`config.mk`:
```
export PLATFORM = sky130hd
export DESIGN_NAME = servo_status_packet_receiver
export DESIGN_NICKNAME = d
export VERILOG_FILES = /design/src/rtl/sspr_pkg.sv /design/src/rtl/sspr_core.sv /design/src/rtl/sspr_out_reg.sv /design/src/rtl/servo_status_packet_receiver.sv
export VERILOG_INCLUDE_DIRS = /design/src /design/src/rtl
export SDC_FILE = /design/constraint.sdc
export NUM_CORES = 1
export LEC_CHECK = 0
export BUFFER_PORTS_ARGS = -buffer_cell sky130_fd_sc_hd__buf_2
export CORE_MARGIN = 4
export CORE_UTILIZATION = 55
export CTS_CLUSTER_SIZE = 28
export DETAILED_ROUTE_END_ITERATION = 7
export HOLD_SLACK_MARGIN = 0.03
export PLACE_DENSITY = 0.75
export SLEW_MARGIN = 20
export SYNTH_ARGS = -nofsm -noshare
export SYNTH_HDL_FRONTEND = slang
export SYNTH_SLANG_ARGS = --single-unit
```
`constraint.sdc`:
```
create_clock -name clk -period 6.1 [get_ports clk]
set_input_delay 0.61 -clock clk [delete_from_list [all_inputs] [get_ports clk]]
set_output_delay 0.61 -clock clk [all_outputs]
set_load 0.005 [all_outputs]
```
`src/rtl/assert_macros.svh`:
```
// ----------------------------------------------------------------------------
// assert_macros.svh
// shared concurrent assertion macros for the rtl
// ----------------------------------------------------------------------------
`ifndef ASSERT_MACROS_SVH
`define ASSERT_MACROS_SVH

// same-cycle implication, disabled during reset
`define ASSERT_IMPLY(label, clk, rst, ante, cons) \
  label: assert property (@(posedge clk) disable iff (rst) (ante) |-> (cons)) \
    else $error("assertion failed: same-cycle implication");

// next-cycle implication, disabled during reset
`define ASSERT_NEXT(label, clk, rst, ante, cons) \
  label: assert property (@(posedge clk) disable iff (rst) (ante) |=> (cons)) \
    else $error("assertion failed: next-cycle implication");

`endif

```
`src/rtl/sspr_pkg.sv`:
```
// ----------------------------------------------------------------------------
// sspr_pkg
// shared types and codes of the servo status packet receiver
// ----------------------------------------------------------------------------
`default_nettype none

package sspr_pkg;

  localparam int unsigned ByteW   = 8;
  localparam int unsigned StatusW = 2;

  localparam logic [ByteW-1:0] SYNC_BYTE = 8'hFF;

  // input kinds
  localparam logic OP_BYTE    = 1'b0;
  localparam logic OP_TIMEOUT = 1'b1;

  // end-of-packet status codes
  localparam logic [StatusW-1:0] ST_OK       = 2'd0;
  localparam logic [StatusW-1:0] ST_CHECKSUM = 2'd1;
  localparam logic [StatusW-1:0] ST_TIMEOUT  = 2'd2;
  localparam logic [StatusW-1:0] ST_LENGTH   = 2'd3;

  typedef struct packed {
    logic [StatusW-1:0] status;
    logic               last;
    logic [ByteW-1:0]   param_byte;
    logic [ByteW-1:0]   param_index;
    logic [ByteW-1:0]   error_flags;
    logic [ByteW-1:0]   servo_id;
  } result_t;

endpackage

`default_nettype wire

```
`src/rtl/sspr_core.sv`:
```
// ----------------------------------------------------------------------------
// sspr_core
// packet phase tracking, running checksum and result forming
// ----------------------------------------------------------------------------
`default_nettype none

module sspr_core
  import sspr_pkg::*;
(
  input  wire logic             clk,
  input  wire logic             rst,
  input  wire logic             advance,
  input  wire logic             op,
  input  wire logic [ByteW-1:0] rx_byte,
  output logic                  res_valid,
  output result_t               res
);

  localparam logic [2:0] PH_SYNC1 = 3'd0;
  localparam logic [2:0] PH_SYNC2 = 3'd1;
  localparam logic [2:0] PH_ID    = 3'd2;
  localparam logic [2:0] PH_LEN   = 3'd3;
  localparam logic [2:0] PH_ERR   = 3'd4;
  localparam logic [2:0] PH_PARAM = 3'd5;
  localparam logic [2:0] PH_CHK   = 3'd6;

  logic [2:0]       phase, phase_next;
  logic [ByteW-1:0] packet_id, packet_id_next;
  logic [ByteW-1:0] packet_length, packet_length_next;
  logic [ByteW-1:0] packet_error, packet_error_next;
  logic [ByteW-1:0] param_count, param_count_next;
  logic [ByteW-1:0] running_sum, running_sum_next;
  logic [ByteW-1:0] count_inc;
  logic [ByteW:0]   count_plus2;

  assign count_inc   = param_count + 8'd1;
  assign count_plus2 = {1'b0, count_inc} + 9'd2;

  always_comb begin
    phase_next         = phase;
    packet_id_next     = packet_id;
    packet_length_next = packet_length;
    packet_error_next  = packet_error;
    param_count_next   = param_count;
    running_sum_next   = running_sum;
    res_valid          = 1'b0;
    res.servo_id       = packet_id;
    res.error_flags    = packet_error;
    res.param_index    = param_count;
    res.param_byte     = '0;
    res.status         = ST_OK;
    res.last           = 1'b1;

    if (op == OP_TIMEOUT) begin
      res_valid  = 1'b1;
      res.status = ST_TIMEOUT;
      phase_next = PH_SYNC1;
    end else begin
      case (phase)
        PH_SYNC1: begin
          if (rx_byte == SYNC_BYTE) phase_next = PH_SYNC2;
        end
        PH_SYNC2: begin
          if (rx_byte == SYNC_BYTE) begin
            phase_next         = PH_ID;
            packet_id_next     = '0;
            packet_length_next = '0;
            packet_error_next  = '0;
            param_count_next   = '0;
            running_sum_next   = '0;
          end else begin
            phase_next = PH_SYNC1;
          end
        end
        PH_ID: begin
          packet_id_next   = rx_byte;
          running_sum_next = rx_byte;
          phase_next       = PH_LEN;
        end
        PH_LEN: begin
          packet_length_next = rx_byte;
          if (rx_byte < 8'd2) begin
            // too short to hold the error and checksum bytes
            res_valid       = 1'b1;
            res.param_index = '0;
            res.status      = ST_LENGTH;
            phase_next      = PH_SYNC1;
          end else begin
            running_sum_next = running_sum + rx_byte;
            phase_next       = PH_ERR;
          end
        end
        PH_ERR: begin
          packet_error_next = rx_byte;
          running_sum_next  = running_sum + rx_byte;
          phase_next        = (packet_length > 8'd2) ? PH_PARAM : PH_CHK;
        end
        PH_PARAM: begin
          res_valid        = 1'b1;
          res.param_byte   = rx_byte;
          res.last         = 1'b0;
          running_sum_next = running_sum + rx_byte;
          param_count_next = count_inc;
          if (count_plus2 >= {1'b0, packet_length}) phase_next = PH_CHK;
        end
        PH_CHK: begin
          res_valid  = 1'b1;
          res.status = (rx_byte == ~running_sum) ? ST_OK : ST_CHECKSUM;
          phase_next = PH_SYNC1;
        end
        default: begin
          phase_next = PH_SYNC1;
        end
      endcase
    end
  end

  always_ff @(posedge clk) begin
    if (rst) begin
      phase         <= PH_SYNC1;
      packet_id     <= '0;
      packet_length <= '0;
      packet_error  <= '0;
      param_count   <= '0;
      running_sum   <= '0;
    end else if (advance) begin
      phase         <= phase_next;
      packet_id     <= packet_id_next;
      packet_length <= packet_length_next;
      packet_error  <= packet_error_next;
      param_count   <= param_count_next;
      running_sum   <= running_sum_next;
    end
  end

endmodule

`default_nettype wire

```
`src/rtl/sspr_out_reg.sv`:
```
// ----------------------------------------------------------------------------
// sspr_out_reg
// result register holding one result until the downstream side takes it
// ----------------------------------------------------------------------------
`default_nettype none

module sspr_out_reg
  import sspr_pkg::*;
(
  input  wire logic    clk,
  input  wire logic    rst,
  input  wire logic    load,
  input  wire result_t load_data,
  input  wire logic    take,
  output logic         valid,
  output result_t      data
);

  always_ff @(posedge clk) begin
    if (rst) begin
      valid <= 1'b0;
    end else if (load) begin
      valid <= 1'b1;
    end else if (take) begin
      valid <= 1'b0;
    end
  end

  always_ff @(posedge clk) begin
    if (load) begin
      data <= load_data;
    end
  end

endmodule

`default_nettype wire

```
`src/rtl/servo_status_packet_receiver.sv`:
```
// ----------------------------------------------------------------------------
// servo_status_packet_receiver
// status packet parser for half-duplex servo bus replies
// ----------------------------------------------------------------------------
// Takes one received byte (tuser 0) or one read-timeout event (tuser 1) per
// transfer. It hunts for two 0xFF sync bytes, then reads id, length, error
// byte, length-2 parameter bytes and the checksum (inverted 8-bit sum of id,
// length, error and parameters). Every parameter byte comes out as a result
// with tlast low; the checksum byte gives a tlast result with status ok or
// checksum error. A timeout gives a tlast result with status timeout at any
// point, and a length below 2 a tlast result with status length error; both
// go back to hunting. Throughput is one transfer per clock while m_tready keeps
// the output register draining: the input register feeds a single pass of phase
// and checksum logic whose result lands in the output register, so a byte passes
// both registers before its result is on m_tdata. The input side accepts while
// a result waits, stalling only when both registers are full and m_tready is low.
// ----------------------------------------------------------------------------
`default_nettype none

`include "assert_macros.svh"

module servo_status_packet_receiver
  import sspr_pkg::*;
(
  input  wire logic                 clk,
  input  wire logic                 rst,
  // input stream
  input  wire logic                 s_tvalid,
  output logic                      s_tready,
  input  wire logic [ByteW-1:0]     s_tdata,   // [7:0] rx_byte
  input  wire logic                 s_tuser,   // [0] op
  // result stream
  output logic                      m_tvalid,
  input  wire logic                 m_tready,
  output logic [4*ByteW-1:0]        m_tdata,   // [7:0] servo_id, [15:8] error_flags,
                                               // [23:16] param_index, [31:24] param_byte
  output logic [StatusW-1:0]        m_tuser,   // [1:0] status
  output logic                      m_tlast
);

  // input register
  logic             in_valid;
  logic             in_op;
  logic [ByteW-1:0] in_byte;
  logic             step;      // step logic consumes the held item
  logic             s_xfer;

  // step results
  logic    res_valid;
  result_t res;
  result_t out_data;

  // the held item moves on whenever the result register is free or draining
  assign step     = in_valid && (!m_tvalid || m_tready);
  assign s_tready = !in_valid || step;
  assign s_xfer   = s_tvalid && s_tready;

  always_ff @(posedge clk) begin
    if (rst) begin
      in_valid <= 1'b0;
    end else if (s_tready) begin
      in_valid <= s_tvalid;
    end
  end

  always_ff @(posedge clk) begin
    if (s_xfer) begin
      in_op   <= s_tuser;
      in_byte <= s_tdata;
    end
  end

  // phase tracking and checksum
  sspr_core u_core (
    .clk       (clk),
    .rst       (rst),
    .advance   (step),
    .op        (in_op),
    .rx_byte   (in_byte),
    .res_valid (res_valid),
    .res       (res)
  );

  // result register
  sspr_out_reg u_out (
    .clk       (clk),
    .rst       (rst),
    .load      (step && res_valid),
    .load_data (res),
    .take      (m_tready),
    .valid     (m_tvalid),
    .data      (out_data)
  );

  assign m_tdata = {out_data.param_byte, out_data.param_index,
                    out_data.error_flags, out_data.servo_id};
  assign m_tuser = out_data.status;
  assign m_tlast = out_data.last;

  // a timeout always yields a timeout status result
  `ASSERT_NEXT(a_timeout_result, clk, rst, step && (in_op == OP_TIMEOUT),
               m_tvalid && m_tlast && (m_tuser == ST_TIMEOUT))
  // parameter results never carry a status
  `ASSERT_IMPLY(a_param_status, clk, rst, m_tvalid && !m_tlast, m_tuser == ST_OK)
  // input only stalls when both registers are full and the output is blocked
  `ASSERT_IMPLY(a_stall_cause, clk, rst, !s_tready, in_valid && m_tvalid && !m_tready)
  // a held item that cannot step stays held
  `ASSERT_NEXT(a_hold_item, clk, rst, in_valid && !step, in_valid)

endmodule

`default_nettype wire
```
==> flow_metrics.py, run 1 <==
metrics = {
    "global_routing": {
        "overflow": 0,
        "antenna_found_initial": 0,
        "grt_max_degree": 36,
        "grt_pass1_wl_mm": 13.6,
        "grt_usage": 0.195,
        "grt_pass1_vias": 2777,
    },
    "critical_path": {
        "worst_path_largest_cell_delay_ns": 0.50,
        "crit_path_start_kind": "flip-flop",
        "worst_path_max_delay_cell": "dfxtp_1",
        "critPathMaxFanout": 11,
        "required_ns": 6.34,
        "arrival_ns": 3.44,
        "cp-end-kind": "flip-flop",
        "worstSetupPathType": "reg -> reg",
        "crit_chain": "ha_1 -> nand3_1 -> nor2_1 -> xnor2_1 -> o32ai_1 -> nand2_1 -> xnor2_1 -> ha_1 -> a211o_1 -> a311oi_1 -> nor2_1 -> mux2i_1",
    },
    "floorplanning": {
        "dieArea_sq_um": 9040,
        "coreArea_sq_um": 7330,
        "die_h_microns": 95.1,
        "dieWidth_microns": 95.1,
        "boundaryPins": 50,
        "start_util": 0.569,
        "rows": 31,
    },
    "clock_network": {
        "holdBufCountCts": 0,
        "clk_path_buf_depth": 2,
        "numClockSinks": 89,
        "cts-root-buf": "clkbuf_8",
        "clk_latency_ns": 0.35,
        "clk_pin_slew_ns": 0.09,
        "postCtsSetupRepairBufs": 0,
        "post_cts_resized": 0,
        "cts_buffers": 9,
        "cts_htree_levels": 3,
        "tritoncts": "yes",
    },
    "job": {
        "maxCapViolCount": 0,
    },
    "yosys": {
        "syn_inst": 393,
        "yosysWarnings": 0,
        "syn_area_sq_um": 4170,
        "synth-edff-count": 44,
        "ys_seq_area_frac": 0.533,
        "synth_ff_type": "dfxtp_1",
        "synth_nets": 424,
        "synth-seq-cells": 89,
        "synth_async_sr_flop_share": 0,
        "synth_area_per_cell_sq_um": 10.6,
        "synth_cell_types": 63,
    },
    "routing": {
        "dr.pass1.iters": 4,
        "drc_errors": 0,
        "antenna_left": 0,
        "first_iter_violations": 197,
        "via_count": 3013,
        "via_per_inst": 5.56,
        "routed_wl_mm": 7.98,
        "wl_per_cell_microns": 14.7,
    },
    "sta": {
        "tns_ns": 0,
        "fin_skew_ns": 0.00992,
        "setup_viol": 0,
        "tightest_slew_ns": 1.03,
        "hold_viol_final": 0,
        "slew_headroom": 0.304,
        "maxSlewViolCount": 0,
        "min_period_over_period": 0.524,
        "rsz0062_at_grt": "no",
        "fmax_mhz": 313,
        "finalCriticalPeriod_ns": 3.20,
    },
    "place": {
        "hpwlAfterDp_mm": 5.77,
        "gp_congestion": 0.908,
        "dpl_cell_area_sq_um": 4460,
        "io_buffer_count": 49,
    },
    "finish": {
        "final_cell_mix": "49 x buf_2, 45 x dfxtp_1, 44 x edfxtp_1",
        "final_nets": 469,
        "diodes": 0,
        "layout_commonest_cell": "buf_2",
        "drive_gt1_frac": 0.176,
        "final_area_sq_um": 4650,
        "area_growth_pct": 11.5,
    },
    "status": {
        "status": "finished clean",
    },
    "power": {
        "ir_drop_mv": 0.125,
        "p_leak_nw": 1.72,
        "power_density_nw_per_um2": 233,
    },
    "hold_path": {
        "min_path_type": "in -> reg",
    },
}
sequential cells by signal, summed over array words and instances, names as in the netlist:
| name | count |
|---|---|
| u_core.param_count | 8 |
| in_byte | 8 |
| in_valid | 1 |
| u_out.valid | 1 |
| u_out.data | 35 |
| u_core.packet_length | 8 |
| u_core.running_sum | 8 |
| u_core.packet_id | 8 |
| u_core.phase | 3 |
| in_op | 1 |
| u_core.packet_error | 8 |
power by group:
group / switching [W] / internal, W
sequential: 0.00000940 / 0.000634
clock: 0.000206 / 0.000193
combinational: 0.0000262 / 0.0000162
final cells by class:
type,count,area [sq um]
Fill cell,602,2680
Sequential cell,89,2220
Multi-Input combinational cell,272,1800
Timing Repair Buffer,50,253
Clock buffer,11,131
Tap cell,99,124
Clock inverter,5,62.6
Inverter,16,60.1
critical path: cells and delay by family (launching register included):
kind	cells	cell delay (ns)
fa+ha+maj	2	0.68
flops	1	0.50
simple gates	4	0.71
xor+xnor	2	0.30
compound gates	3	0.77
mux	1	0.13
cells by family after synthesis:
family	after synthesis	synth area share
buffers and inverters	32	0.0384
AOI/OAI and AO/OA	102	0.163
adders and majority gates	18	0.0558
DFF	89	0.533
and+or+nand+nor	130	0.163
xor gates and xnor gates	20	0.0420
muxes	2	0.00480
metrics by stage:
step / setup slack, ns / cells / hold slack, ns / utilization / total power [W]
floorplan: 2.64 / 393 / 0.408 / - / 0.000683
global placement: 2.99 / 526 / 0.416 / 0.608 / 0.000699
detailed placement: 2.91 / 526 / 0.418 / 0.608 / 0.000700
CTS: 2.90 / 542 / 0.410 / 0.634 / 0.00109
global route: 2.58 / 542 / 0.410 / 0.634 / 0.00113
finish: 2.90 / 542 / 0.423 / 0.634 / 0.00109
synth_stat cells, types with 7 or more instances:
| cell | count | area [sq um] |
|---|---|---|
| dfxtp_1 | 45 | 901 |
| edfxtp_1 | 44 | 1320 |
| nand2_1 | 40 | 150 |
| o21ai_0 | 38 | 190 |
| nor2_1 | 24 | 90.1 |
| ha_1 | 17 | 213 |
| a21oi_1 | 16 | 80.1 |
| inv_1 | 15 | 56.3 |
| xnor2_1 | 13 | 114 |
| and2_1 | 11 | 68.8 |
| nand2b_1 | 10 | 62.6 |
| nor2b_1 | 9 | 56.3 |
| a22oi_1 | 8 | 60.1 |
| xor2_1 | 7 | 61.3 |
worst paths after layout:
path,start,to,slack [ns],cells past startpoint
worst min register to register,u_core.packet_error[7],u_out.data[15],0.43,0
worst max register to register,u_core.param_count[0],u_core.phase[1],2.90,12
worst max-delay path,u_core.param_count[0],u_core.phase[1],2.90,12
worst min-delay path,s_tdata[1],in_byte[1],0.42,1
layer usage:
metal / track usage / share of wire / wire length [microns]
met5: 0 / 0 / 0
met4: 0.0685 / 0.012 / 96
met3: 0.0434 / 0.064 / 513
met2: 0.286 / 0.46 / 3650
met1: 0.285 / 0.47 / 3720
(Power assumes the default switching activity.)
==> run 2: changes to the inputs <==
ABC_AREA = 1   (was unset)
CORE_UTILIZATION = 52   (was 55)
PLACE_DENSITY = 0.74   (was 0.75)
clock period = 2.7 ns   (was 6.1 ns; I/O delays follow)
==> flow_metrics.py, run 2 <==
metrics = {
    "status": {
        "status": "finished clean",
    },
    "clock_network": {
        "numClockSinks": 89,
        "clk_pin_slew_ns": 0.10,
        "clk_latency_ns": 0.37,
        "cts_htree_levels": 3,
        "cts-root-buf": "clkbuf_8",
        "cts_buffers": 9,
        "holdBufCountCts": 0,
        "tritoncts": "yes",
        "clk_path_buf_depth": 2,
    },
    "critical_path": {
        "worst_path_largest_cell_delay_ns": 0.39,
        "r2r-start": "u_core.param_count[1]",
        "worstPathBufferInverterCount": 2,
        "cp-end-kind": "flip-flop",
        "critPathMaxFanout": 5,
        "crit_cells": 19,
        "crit_path_start_kind": "flip-flop",
        "worst-r2r-setup-slack_ns": 0.15,
        "ff2ff_path_depth": 19,
        "r2r-end": "u_core.phase[0]",
        "crit_chain": "ha_4 -> nand3_1 -> nand2_1 -> nand2_1 -> inv_1 -> nand3_1 -> nor2_2 -> xor2_1 -> ha_1 -> nand2_1 -> inv_1 -> nand4_1 -> nand2_1 -> a21oi_2 -> nand2_1 -> nand2_2 -> nand2_1 -> nand2_1 -> nor2_1",
        "arrival_ns": 2.81,
        "cp_top_family": "simple AND/OR/NAND/NOR gates",
        "cp-endpoint": "u_core.phase[0]",
        "worstSetupPathType": "reg -> reg",
        "required_ns": 2.96,
        "startpoint": "u_core.param_count[1]",
        "critPathMostFrequentCell": "nand2_1",
        "worst_path_max_delay_cell": "dfxtp_4",
    },
    "finish": {
        "drive_gt1_frac": 0.236,
        "largest-register": "u_out.data",
        "final_cell_mix": "129 x nand2_1, 57 x inv_1, 49 x buf_2",
        "area_growth_pct": 18.1,
        "layout_commonest_cell": "nand2_1",
        "seqCellArea_sq_um": 2230,
        "largest_reg_flops": 35,
        "final_nets": 602,
        "multi_input_area_sq_um": 1850,
        "diodes": 0,
        "fillCellCount": 701,
    },
    "sta": {
        "min_period_over_period": 0.945,
        "hold_viol_final": 0,
        "fmax_mhz": 392,
        "setup_viol": 0,
        "slew_headroom": 0.728,
        "maxSlewViolCount": 0,
        "fin_skew_ns": 0.0114,
        "finalCriticalPeriod_ns": 2.55,
        "tns_ns": 0,
        "tightest_slew_ns": 0.408,
    },
    "yosys": {
        "synth_compound_area_frac": 0.0832,
        "synth-adder-area-share": 0.0545,
        "syn_area_sq_um": 4270,
        "synthMuxAreaShare": 0,
        "synth_top_area_share": 0.309,
        "ys_seq_area_frac": 0.521,
        "synth_async_sr_flop_share": 0,
        "synth_nets": 535,
        "ys_top_cells_by_area": "edfxtp_1 31%, dfxtp_1 21%, nand2_1 12%, inv_1 5.2%, a21oi_1 5.2%",
        "synth-edff-count": 44,
        "yosysMostFrequentCell": "nand2_1",
        "synth_top_family_by_area": "simple AND/OR/NAND/NOR gates",
        "synth-seq-cells": 89,
        "syn_inst": 504,
        "yosys.area.top_type": "edfxtp_1",
        "yosysWarnings": 0,
        "synth_area_per_cell_sq_um": 8.47,
        "synth_ff_type": "dfxtp_1",
        "synthXorXnorAreaFrac": 0.0123,
        "synth_common_cells": "134 x nand2_1, 59 x inv_1, 50 x nor2_1",
        "synthSimpleGateAreaFrac": 0.254,
        "synth_cell_types": 40,
    },
    "global_routing": {
        "antenna_found_initial": 0,
        "grt_max_degree": 30,
        "grt_usage": 0.197,
        "grt_pass1_wl_mm": 15.5,
        "overflow": 0,
        "grt_pass1_vias": 3269,
    },
    "place": {
        "hpwlAfterDp_mm": 6.71,
        "gp_congestion": 0.917,
        "io_buffer_count": 49,
    },
    "floorplanning": {
        "rows": 32,
        "die_h_microns": 98.6,
        "boundaryPins": 50,
        "coreArea_sq_um": 7850,
        "start_util": 0.544,
        "dieArea_sq_um": 9720,
        "dieWidth_microns": 98.6,
    },
    "hold_path": {
        "min_path_type": "in -> reg",
        "min_from": "s_tdata[2]",
    },
    "power": {
        "p_leak_nw": 2.18,
        "p_total_w": 0.00266,
        "ir_drop_mv": 0.393,
        "power_density_nw_per_um2": 528,
    },
    "routing": {
        "first_iter_violations": 172,
        "via_count": 3538,
        "dr.pass1.iters": 5,
        "via_per_inst": 5.22,
        "wl_per_cell_microns": 14.0,
        "drc_errors": 0,
        "routed_wl_mm": 9.52,
        "antenna_left": 0,
    },
    "job": {
        "maxCapViolCount": 0,
    },
}
==> run 2: cell count changes after synthesis, moves of 7 or more <==
| cell | change |
|---|---|
| nand2_1 | +94 |
| inv_1 | +44 |
| o21ai_0 | -32 |
| a21oi_1 | +28 |
| nor2_1 | +26 |
| nand3_1 | +20 |
| and2_1 | -11 |
| xnor2_1 | -11 |
| nand2b_1 | -10 |
| nor2b_1 | -9 |
| a22oi_1 | -8 |
| nand2_2 | +7 |
==> run 2: area by class of cell <==
cell class / count / share of cell area
clock inverter: 7 / 0.0174
tap: 102 / 0.0253
sequential: 89 / 0.442
multi-input combinational: 337 / 0.366
clock buffer: 9 / 0.0246
timing repair buffer: 65 / 0.0725
inverter: 69 / 0.0516
==> run 2: logic make-up after synthesis <==
kind of cell | count (synthesis)
compound gates | 66
xor+xnor | 6
fa+ha+maj | 18
buf+inv | 78
flops | 89
simple gates | 247
==> run 2: metrics by stage <==
| step | cell area, sq um | util | hold slack [ns] | std cells | setup WS, ns |
|---|---|---|---|---|---|
| floorplan | 4270 | - | 0.369 | 504 | 0.215 |
| global placement | 4670 | 0.595 | 0.417 | 658 | 0.125 |
| detailed placement | 4670 | 0.595 | 0.416 | 658 | 0.0602 |
| CTS | 4880 | 0.622 | 0.0574 | 674 | 0.0336 |
| global route | 5040 | 0.642 | 0.0547 | 678 | -0.0547 |
| finish | 5040 | 0.642 | 0.0649 | 678 | 0.147 |
==> run 2: repair_timing <==
action                     in CTS  in global routing
gates resized for setup         0                 31
setup buffers                   0                  4
setup endpoints to repair       0                  3
hold endpoints to repair        0                  0
==> run 2: worst min path at each step <==
stage	slack (ns)	to	cells past startpoint
after detailed placement	0.42	u_out.data[3]	0
after global placement	0.42	u_out.data[4]	0
final	0.06	in_byte[2]	1
after global routing	0.05	in_byte[2]	1
after CTS	0.06	in_byte[2]	1
after floorplan	0.37	in_byte[0]	0
==> run 2: per-layer routing <==
layer,vias to the layer above,track usage,share of wire
met1,1622,0.276,0.45
li1,1777,-,-
met5,-,0,0
met2,117,0.308,0.47
met3,22,0.0410,0.062
met4,0,0.0599,0.020
==> run 2: power by group <==
part	switching (W)	total, W	internal (W)
registers	0.0000253	0.00147	0.00145
logic	0.000143	0.000217	0.0000740
clock network	0.000527	0.000975	0.000448
total	0.000695	0.00266	0.00197
==> run 3: changes to the inputs <==
BUFFER_PORTS_ARGS = -buffer_cell sky130_fd_sc_hd__buf_4   (was -buffer_cell sky130_fd_sc_hd__buf_2)
==> flow_metrics.py, run 3 (same netlist as run 2, synthesis figures left out) <==
metrics = {
    "routing": {
        "routed_wl_mm": 9.15,
        "dr.pass1.iters": 4,
        "antenna_left": 0,
        "first_iter_violations": 175,
        "drc_errors": 0,
        "wl_per_cell_microns": 13.7,
        "via_count": 3468,
        "via_per_inst": 5.18,
    },
    "sta": {
        "fmax_mhz": 394,
        "min_period_over_period": 0.940,
        "finalCriticalPeriod_ns": 2.54,
        "slew_headroom": 0.716,
        "tns_ns": 0,
        "tightest_slew_ns": 0.426,
        "hold_viol_final": 0,
        "maxSlewViolCount": 0,
        "fin_skew_ns": 0.00878,
        "setup_viol": 0,
    },
    "finish": {
        "largest_reg_flops": 35,
        "area_growth_pct": 18.9,
        "multi_input_area_sq_um": 1820,
        "final_nets": 594,
        "seqCellArea_sq_um": 2230,
        "fillCellCount": 673,
        "final_cell_mix": "131 x nand2_1, 57 x inv_1, 56 x buf_4",
        "layout_commonest_cell": "nand2_1",
        "diodes": 0,
        "drive_gt1_frac": 0.217,
        "largest-register": "u_out.data",
        "final_area_sq_um": 5070,
    },
    "power": {
        "ir_drop_mv": 0.337,
        "power_density_nw_per_um2": 520,
        "p_total_w": 0.00264,
        "p_leak_nw": 2.16,
    },
    "global_routing": {
        "grt_pass1_wl_mm": 15.1,
        "grt_pass1_vias": 3242,
        "overflow": 0,
        "antenna_found_initial": 0,
        "grt_usage": 0.193,
        "grt_max_degree": 39,
    },
    "place": {
        "dpl_cell_area_sq_um": 4770,
        "io_buffer_count": 49,
        "gp_congestion": 0.923,
        "hpwlAfterDp_mm": 6.51,
    },
    "clock_network": {
        "cts_htree_levels": 3,
        "clk_pin_slew_ns": 0.09,
        "tritoncts": "yes",
        "clk_path_buf_depth": 2,
        "clk_latency_ns": 0.37,
        "numClockSinks": 89,
        "cts_buffers": 9,
        "holdBufCountCts": 0,
        "cts-root-buf": "clkbuf_8",
    },
    "status": {
        "status": "finished clean",
    },
    "floorplanning": {
        "die_h_microns": 98.6,
        "rows": 32,
        "boundaryPins": 50,
        "coreArea_sq_um": 7850,
        "start_util": 0.544,
        "dieWidth_microns": 98.6,
        "dieArea_sq_um": 9720,
    },
    "critical_path": {
        "cp_top_family": "simple AND/OR/NAND/NOR gates",
        "crit_path_start_kind": "flip-flop",
        "critPathMostFrequentCell": "nand2_1",
        "cp-end-kind": "flip-flop",
        "worst_path_largest_cell_delay_ns": 0.38,
        "arrival_ns": 2.79,
        "required_ns": 2.95,
        "worstPathBufferInverterCount": 3,
        "critPathMaxFanout": 5,
        "worst_path_max_delay_cell": "dfxtp_4",
        "crit_chain": "ha_4 -> or2_2 -> nand2_2 -> inv_2 -> ha_4 -> nand3_2 -> nor3_2 -> xor2_1 -> inv_1 -> ha_4 -> nand2_1 -> inv_1 -> nand4_1 -> nand2_1 -> a21oi_2 -> nand2_1 -> nand2_2 -> nand2_1 -> nand2_1 -> nor2_1",
        "worstSetupPathType": "reg -> reg",
    },
    "hold_path": {
        "min_path_type": "in -> reg",
    },
    "job": {
        "maxCapViolCount": 0,
    },
}
## run 3: final cells by class
cell class	count	share of cell area
timing repair buffer	57	0.0868
inverter	69	0.0513
clock inverter	7	0.0153
multi-input combinational	337	0.358
tap	102	0.0251
clock buffer	9	0.0244
sequential	89	0.439
## run 3: worst register-to-register path: stages (launching register included)
cell	delay, ns
dfxtp_4	0.38
ha_4	0.17
or2_2	0.28
nand2_2	0.09
inv_2	0.05
ha_4	0.16
nand3_2	0.10
nor3_2	0.06
xor2_1	0.14
inv_1	0.10
ha_4	0.21
nand2_1	0.05
inv_1	0.03
nand4_1	0.07
nand2_1	0.07
a21oi_2	0.10
nand2_1	0.09
nand2_2	0.11
nand2_1	0.07
nand2_1	0.06
nor2_1	0.04
## run 3: through the flow
step                worst slack, ns  hold slack, ns  cells  utilization
floorplan                     0.215           0.369    504            -
global placement              0.120           0.416    653        0.607
detailed placement           0.0293           0.420    653        0.607
CTS                         0.00717          0.0618    669        0.633
global route                -0.0346          0.0491    670        0.647
finish                        0.162          0.0713    670        0.647
## run 3: repair_timing
action                     in CTS  in global routing
gates resized for setup         0                 23
setup buffers                   0                  1
setup endpoints to repair       0                  3
## run 3: path summary, 6_finish.rpt
kind / startpoint / endpoint / slack [ns] / cells after the start
worst max register to register: u_core.param_count[1] / u_core.phase[0] / 0.16 / 20
worst min register to register: u_core.packet_error[5] / u_out.data[13] / 0.44 / 0
worst min-delay path: s_tdata[2] / in_byte[2] / 0.07 / 1
worst max-delay path: u_core.param_count[1] / u_core.phase[0] / 0.16 / 20
## run 3: report_power, final
group	internal, W	total [W]	switching [W]	leakage [nW]
clock network	0.000437	0.000945	0.000507	0.0958
registers	0.00145	0.00148	0.0000318	0.774
logic	0.0000827	0.000216	0.000134	1.29
total	0.00197	0.00264	0.000673	2.16
## run 3: routing by layer
layer / GRT usage / vias to the layer above / part of all wire
li1: - / 1755 / -
met1: 0.258 / 1611 / 0.46
met2: 0.309 / 89 / 0.47
met3: 0.0531 / 13 / 0.057
met4: 0.0567 / 0 / 0.014
met5: 0 / - / 0
